**config.mk**
```make
export PLATFORM = sky130hd
export DESIGN_NAME = scancode_key_event_queue
export DESIGN_NICKNAME = d
export VERILOG_FILES = /design/src/skeq_pkg.sv /design/src/scancode_key_event_queue.sv
export SDC_FILE = /design/constraint.sdc
export NUM_CORES = 1
export LEC_CHECK = 0
export BUFFER_PORTS_ARGS = -buffer_cell sky130_fd_sc_hd__buf_2
export CAP_MARGIN = 20
export CELL_PAD_IN_SITES_DETAIL_PLACEMENT = 1
export CELL_PAD_IN_SITES_GLOBAL_PLACEMENT = 2
export CORE_ASPECT_RATIO = 0.9
export CORE_UTILIZATION = 39
export DETAILED_ROUTE_END_ITERATION = 8
export GPL_TIMING_DRIVEN = 0
export PLACE_DENSITY = 0.67
export SLEW_MARGIN = 20
export SYNTH_ARGS = -nofsm -noshare
export SYNTH_HDL_FRONTEND = slang
export SYNTH_SLANG_ARGS = --single-unit
```
**constraint.sdc**
```tcl
create_clock -name clk -period 3.9 [get_ports clk]
set_input_delay 0.39 -clock clk [delete_from_list [all_inputs] [get_ports clk]]
set_output_delay 0.39 -clock clk [all_outputs]
set_load 0.02 [all_outputs]
```
**src/skeq_pkg.sv**
```systemverilog
// shared types, constants and the scan-code lookup for the key event queue
`default_nettype none

package skeq_pkg;

  // queue geometry
  localparam int QUEUE_DEPTH = 32;
  localparam int PTR_W       = (QUEUE_DEPTH > 1) ? $clog2(QUEUE_DEPTH) : 1;
  localparam logic [PTR_W-1:0] LAST_SLOT = PTR_W'(QUEUE_DEPTH - 1);

  // channel widths
  localparam int IN_DATA_W  = 8;
  localparam int OUT_DATA_W = 16;

  // input beat kinds
  localparam logic FUNC_BYTE = 1'b0;
  localparam logic FUNC_POP  = 1'b1;

  // scan-code set 1 prefixes and extended arrow codes
  localparam logic [7:0] PREFIX_EXT   = 8'hE0;
  localparam logic [7:0] PREFIX_PAUSE = 8'hE1;
  localparam logic [6:0] CODE_UP      = 7'h48;
  localparam logic [6:0] CODE_DOWN    = 7'h50;
  localparam logic [6:0] CODE_LEFT    = 7'h4B;
  localparam logic [6:0] CODE_RIGHT   = 7'h4D;

  // arrow characters
  localparam logic [6:0] CHAR_UP    = 7'd1;
  localparam logic [6:0] CHAR_DOWN  = 7'd2;
  localparam logic [6:0] CHAR_LEFT  = 7'd3;
  localparam logic [6:0] CHAR_RIGHT = 7'd4;

  // one stored key event
  typedef struct packed {
    logic [6:0] ch;
    logic       pressed;
    logic [6:0] code;
  } event_t;

  // step through the ring
  function automatic logic [PTR_W-1:0] next_slot(input logic [PTR_W-1:0] p);
    next_slot = (p == LAST_SLOT) ? '0 : p + PTR_W'(1);
  endfunction

  // us layout make code to ascii, zero where no character
  function automatic logic [6:0] us_map(input logic [6:0] code);
    logic [6:0] c;
    c = 7'h00;
    unique case (code)
      7'd1:  c = 7'd27;
      7'd2:  c = 7'h31;
      7'd3:  c = 7'h32;
      7'd4:  c = 7'h33;
      7'd5:  c = 7'h34;
      7'd6:  c = 7'h35;
      7'd7:  c = 7'h36;
      7'd8:  c = 7'h37;
      7'd9:  c = 7'h38;
      7'd10: c = 7'h39;
      7'd11: c = 7'h30;
      7'd12: c = 7'h2D; // -
      7'd13: c = 7'h3D; // =
      7'd14: c = 7'd8;  // backspace
      7'd15: c = 7'd9;  // tab
      7'd16: c = 7'h71; // q
      7'd17: c = 7'h77; // w
      7'd18: c = 7'h65; // e
      7'd19: c = 7'h72; // r
      7'd20: c = 7'h74; // t
      7'd21: c = 7'h79; // y
      7'd22: c = 7'h75; // u
      7'd23: c = 7'h69; // i
      7'd24: c = 7'h6F; // o
      7'd25: c = 7'h70; // p
      7'd26: c = 7'h5B; // [
      7'd27: c = 7'h5D; // ]
      7'd28: c = 7'd10; // enter
      7'd30: c = 7'h61; // a
      7'd31: c = 7'h73; // s
      7'd32: c = 7'h64; // d
      7'd33: c = 7'h66; // f
      7'd34: c = 7'h67; // g
      7'd35: c = 7'h68; // h
      7'd36: c = 7'h6A; // j
      7'd37: c = 7'h6B; // k
      7'd38: c = 7'h6C; // l
      7'd39: c = 7'h3B; // ;
      7'd40: c = 7'h27; // quote
      7'd41: c = 7'h60; // backtick
      7'd43: c = 7'h5C; // backslash
      7'd44: c = 7'h7A; // z
      7'd45: c = 7'h78; // x
      7'd46: c = 7'h63; // c
      7'd47: c = 7'h76; // v
      7'd48: c = 7'h62; // b
      7'd49: c = 7'h6E; // n
      7'd50: c = 7'h6D; // m
      7'd51: c = 7'h2C; // ,
      7'd52: c = 7'h2E; // .
      7'd53: c = 7'h2F; // /
      7'd55: c = 7'h2A; // keypad *
      7'd57: c = 7'h20; // space
      default: c = 7'h00;
    endcase
    us_map = c;
  endfunction

endpackage

`default_nettype wire

```
**src/scancode_key_event_queue.sv**
```systemverilog
// scan-code set 1 decoder feeding a ring queue of key events, top level
//
// Each input beat is either a raw set 1 keyboard byte (in_tuser = 0) or a pop
// request (in_tuser = 1), and each gives exactly one output beat. Bytes go
// through the prefix and make-code decode and valid keys are pushed into a
// ring of QUEUE_DEPTH slots that holds at most QUEUE_DEPTH-1 events; a key
// that finds the ring full is dropped. A pop returns the oldest event with
// out_tuser = 1, or all zeros when the ring is empty. The block takes one
// beat per cycle while the output is not stalled: an input register feeds
// combinational decode and queue update into the output register, which
// loads when it is empty or being read. The head of the ring is kept in a
// registered read of the event memory, refreshed every cycle, so a pop never
// waits on the memory. No clearing pass is needed after reset.
`default_nettype none

module scancode_key_event_queue (
  input  wire logic                            clk,
  input  wire logic                            rst_n,
  // input channel
  input  wire logic                            in_tvalid,
  output logic                                 in_tready,
  input  wire logic [skeq_pkg::IN_DATA_W-1:0]  in_tdata,  // [7:0] scan_byte
  input  wire logic                            in_tuser,  // [0] func
  // result channel
  output logic                                 out_tvalid,
  input  wire logic                            out_tready,
  // [6:0] event_code, [7] event_pressed, [14:8] event_char, [15] queue_not_empty
  output logic [skeq_pkg::OUT_DATA_W-1:0]      out_tdata,
  output logic                                 out_tuser  // [0] event_valid
);
  import skeq_pkg::*;

  // input stage
  logic                 s1_valid_r, s1_valid_nxt;
  logic                 s1_func_r;
  logic [7:0]           s1_byte_r;
  logic                 in_accept;
  logic                 s1_adv;

  // queue state
  logic                 ext_pending_r, ext_pending_nxt;
  logic [PTR_W-1:0]     wr_ptr_r, wr_ptr_nxt;
  logic [PTR_W-1:0]     rd_ptr_r, rd_ptr_nxt;
  event_t               mem [QUEUE_DEPTH];
  event_t               head_r;

  // decode
  logic [6:0]           code;
  logic                 brk;
  logic [6:0]           key_char;
  logic                 full;
  logic                 not_empty;
  logic                 push;
  logic                 pop;
  event_t               new_event;

  // output register
  logic                 out_valid_r, out_valid_nxt;
  logic [OUT_DATA_W-1:0] out_data_r;
  logic                 out_user_r;

  // handshake
  always_comb begin
    s1_adv    = s1_valid_r && (!out_valid_r || out_tready);
    in_tready = !s1_valid_r || s1_adv;
    in_accept = in_tvalid && in_tready;
  end

  // input register
  always_comb begin
    s1_valid_nxt = s1_valid_r;
    if (in_accept) begin
      s1_valid_nxt = 1'b1;
    end else if (s1_adv) begin
      s1_valid_nxt = 1'b0;
    end
  end

  always_ff @(posedge clk) begin
    if (!rst_n) begin
      s1_valid_r <= 1'b0;
    end else begin
      s1_valid_r <= s1_valid_nxt;
    end
  end

  always_ff @(posedge clk) begin
    if (in_accept) begin
      s1_func_r <= in_tuser;
      s1_byte_r <= in_tdata;
    end
  end

  // byte decode and prefix tracking
  always_comb begin
    code            = s1_byte_r[6:0];
    brk             = s1_byte_r[7];
    ext_pending_nxt = ext_pending_r;
    key_char        = 7'h00;
    if (s1_func_r == FUNC_BYTE) begin
      priority if (s1_byte_r == PREFIX_EXT) begin
        ext_pending_nxt = 1'b1;
      end else if (s1_byte_r == PREFIX_PAUSE) begin
        ext_pending_nxt = 1'b0;
      end else if (ext_pending_r) begin
        ext_pending_nxt = 1'b0;
        if (!brk) begin
          priority case (code)
            CODE_UP:    key_char = CHAR_UP;
            CODE_DOWN:  key_char = CHAR_DOWN;
            CODE_LEFT:  key_char = CHAR_LEFT;
            CODE_RIGHT: key_char = CHAR_RIGHT;
            default:    key_char = 7'h00;
          endcase
        end
      end else begin
        if (!brk) begin
          key_char = us_map(code);
        end
      end
    end
  end

  // queue control
  always_comb begin
    full          = (next_slot(wr_ptr_r) == rd_ptr_r);
    not_empty     = (wr_ptr_r != rd_ptr_r);
    push          = s1_adv && (key_char != 7'h00) && !full;
    pop           = s1_adv && (s1_func_r == FUNC_POP) && not_empty;
    wr_ptr_nxt    = push ? next_slot(wr_ptr_r) : wr_ptr_r;
    rd_ptr_nxt    = pop ? next_slot(rd_ptr_r) : rd_ptr_r;
    new_event.code    = code;
    new_event.pressed = 1'b1;
    new_event.ch      = key_char;
  end

  always_ff @(posedge clk) begin
    if (!rst_n) begin
      ext_pending_r <= 1'b0;
      wr_ptr_r      <= '0;
      rd_ptr_r      <= '0;
    end else begin
      if (s1_adv) begin
        ext_pending_r <= ext_pending_nxt;
      end
      wr_ptr_r <= wr_ptr_nxt;
      rd_ptr_r <= rd_ptr_nxt;
    end
  end

  // event memory, head kept as registered read with write bypass
  always_ff @(posedge clk) begin
    if (push) begin
      mem[wr_ptr_r] <= new_event;
    end
    if (push && (wr_ptr_r == rd_ptr_nxt)) begin
      head_r <= new_event;
    end else begin
      head_r <= mem[rd_ptr_nxt];
    end
  end

  // output register
  always_comb begin
    out_valid_nxt = out_valid_r;
    if (s1_adv) begin
      out_valid_nxt = 1'b1;
    end else if (out_tready) begin
      out_valid_nxt = 1'b0;
    end
  end

  always_ff @(posedge clk) begin
    if (!rst_n) begin
      out_valid_r <= 1'b0;
    end else begin
      out_valid_r <= out_valid_nxt;
    end
  end

  always_ff @(posedge clk) begin
    if (s1_adv) begin
      out_user_r <= pop;
      out_data_r <= {(wr_ptr_nxt != rd_ptr_nxt), (pop ? head_r : event_t'('0))};
    end
  end

  assign out_tvalid = out_valid_r;
  assign out_tdata  = out_data_r;
  assign out_tuser  = out_user_r;

endmodule

`default_nettype wire

```
==> impl_metrics.yaml <==
power_and_ir_drop:
  p_leak_uw: 0.00746
  power_density_mw_per_mm2: 478
  ir_worst_vdd_uv: 317
placed_design:
  globalplace.congestion: 0.815
  dp_worst_setup_slack_ps: -429
  place_area_mm2: 0.0215
  dp_hpwl_mm: 32.1
  placed_cells: 1728
  portBuffers: 31
timing:
  finalClockSkew_ps: 24.3
  fmax_ghz: 0.269
  slew_viol_final: 0
  maxSlewHeadroom: 0.315
  tns_ps: 0
  hold_viol: 0
  setup_viol: 0
  rsz0062_at_grt: "false"
  worstMarginPinSlew_ps: 1030
  period_needed_ps: 3710
  worst_slack_ps: 186
  finalCritPeriodShare: 0.952
clock_tree:
  clockBufferDepth: 3
  cts.sinks: 499
  clkSlewWorstSetupHoldPaths_ps: 60
  cts_buffers: 51
  cts-htree-levels: 2
  clk_latency_ps: 600
  tritoncts: "done"
  cts_root_buffer: "clkbuf_16"
worst_setup_path:
  worstPathArrival_ps: 4030
  critPathLaunchType: "flip-flop"
  path_cells: "buf_8 > or4_1 > o21ai_1 > o221ai_2 > a221oi_4 > buf_12 > mux2i_2 > xnor2_1 > o211ai_1 > or4b_1"
  critPathMaxFanout: 20
  r2r_start: "s1_byte_r[0]"
  worstSetupStartpoint: "s1_byte_r[0]"
  cp-end-kind: "flip-flop"
  r2r-end: "out_tdata[15]"
  required_ps: 4210
  worstSetupPathType: "reg -> reg"
  cpMaxStageDelayCell: "edfxtp_1"
  slowest_delay_ps: 680
  r2r_cells: 10
  endpoint: "out_tdata[15]"
  reg2reg_slack_ps: 190
logic_synthesis:
  synthTopCellsByArea: "edfxtp_1 71%, mux4_2 16%, dfxtp_1 2.5%, nor2_1 1.3%, mux2i_1 1.2%"
  synth.most_common_cell: "edfxtp_1"
  syn_inst: 999
  ys_types: 66
  synth_edf_count: 474
  synth.top_cell.area_share: 0.707
  yosys_register_bits: 499
  async_flop_share: 0
  yosysSeqAreaShare: 0.731
  yosysWarnings: 0
  syn_area_mm2: 0.0201
  syn_avg_cell_area_um2: 20.2
  synth_common_cells: "474 x edfxtp_1, 140 x mux4_2, 69 x nor2_1, 32 x clkbuf_1"
  syn-num-nets: 1029
  synth_area_leader_cell: "edfxtp_1"
  synth-main-ff-cell: "edfxtp_1"
final_layout:
  nets: 1145
  utilization: 0.464
  seqCellArea_mm2: 0.0147
  area_growth_pct: 16.7
  drive_gt1_frac: 0.299
  final_cell_area_mm2: 0.0235
  n_antenna_cell: 0
  fillers: 4663
  final_cell_count_no_fill: 1837
  multi_input_comb_area_mm2: 0.00533
detailed_routing:
  via_count: 9979
  wl_per_cell_um: 26.3
  routed_via_density: 5.43
  dr.first_iter.drc_count: 780
  dr.pass1.iters: 5
  wl_mm: 48.3
  ant_nets: 0
  drc_errors: 0
die:
  num_rows: 78
  io_pins: 32
  die-area_mm2: 0.0526
  die_w_um: 242
  die_h_um: 218
  start_util: 0.398
  core_mm2: 0.0507
worst_hold_path:
  min_path_type: "in -> reg"
grt:
  grt_pass1_wl_mm: 70.1
  grt_pass1_vias: 10300
  antenna_found_initial: 2
  grt_overflow: 0
  track_usage: 0.185
  grt_max_degree: 33
run:
  cap_viol_max_count: 0
status:
  status: "finished, final reports clean"
placed cells by master (no fill, tap or decap), drive strengths merged, types with 8 or more instances in the layout:
cell,n
o21ai,14
nand2,21
mux2i,25
dfxtp,25
nor2b,8
mux4,140
clkinv,25
clkbuf,90
a21oi,19
buf,68
ha,17
edfxtp,474
dlygate4sd3,9
nor2,69
o211ai,8
nand3,11
inv,17
flip-flops by register name (all words and copies together) (netlist names), named ones only:
name,count
ext_pending_r,1
s1_func_r,1
rd_ptr_r,5
s1_byte_r,8
s1_valid_r,1
out_tuser,1
out_tvalid,1
wr_ptr_r,5
out_tdata,16
mem,448
worst max-delay path: cells and delay by family, from the launching register on:
family | cells | cell delay [ps]
and+or+nand+nor | 2 | 1110
AOI/OAI and AO/OA | 4 | 770
DFF | 1 | 680
buffers and inverters | 2 | 470
muxes | 1 | 260
xor gates and xnor gates | 1 | 150
metal layers:
layer	GRT usage	wire length [µm]
met1	0.279	23000
met3	0.0325	2910
met4	0.0507	808
met5	0	0
met2	0.277	21600
per-stage QoR:
stage | total power, µW | hold WS, ps
2_1_floorplan | 6250 | 462
3_3_place_gp | 6390 | 484
3_5_place_dp | 6410 | 496
4_1_cts | 11300 | 40.0
5_1_grt | 11500 | 74.0
6_report | 11200 | 78.9
kinds of logic after synthesis:
logic type / Yosys count / synth area share
XOR/XNOR: 13 / 0.00634
AND/OR/NAND/NOR: 157 / 0.0391
multiplexers: 167 / 0.170
flip-flops: 499 / 0.731
AO/OA/AOI/OAI: 77 / 0.0270
buffers and inverters: 69 / 0.0155
adder cells (fa/ha/maj): 17 / 0.0106
layout make-up:
type | instances | area share
Inverter | 15 | 0.00240
Sequential cell | 499 | 0.627
Timing Repair Buffer | 64 | 0.0233
Multi-Input combinational cell | 431 | 0.227
Buffer | 53 | 0.0122
Clock buffer | 56 | 0.0560
Clock inverter | 39 | 0.0158
Tap cell | 680 | 0.0362
worst min-delay path by stage:
stage	slack (ps)	cells past startpoint	startpoint	to
2_1_floorplan	460	2	s1_valid_r	out_tvalid
3_3_place_gp	480	2	s1_valid_r	out_tvalid
3_5_place_dp	500	2	s1_valid_r	out_tvalid
4_1_cts	40	3	in_tvalid	s1_valid_r
5_1_grt	70	2	rst_n	out_tvalid
6_report	80	3	in_tvalid	s1_valid_r
what timing repair did:
action,in CTS,in global routing
pin swaps,1,0
resized for setup,38,8
hold buffers,9,0
setup endpoints to repair,433,1
buffers inserted,1,5
endpoints found under the hold margin,9,0
report_power, final:
group,internal (µW),total (µW),switching (µW)
sequential,5890,5910,24.6
combinational,138,400,263
clock,2840,4910,2070
total,8870,11200,2360
(Power assumes the default switching activity.)
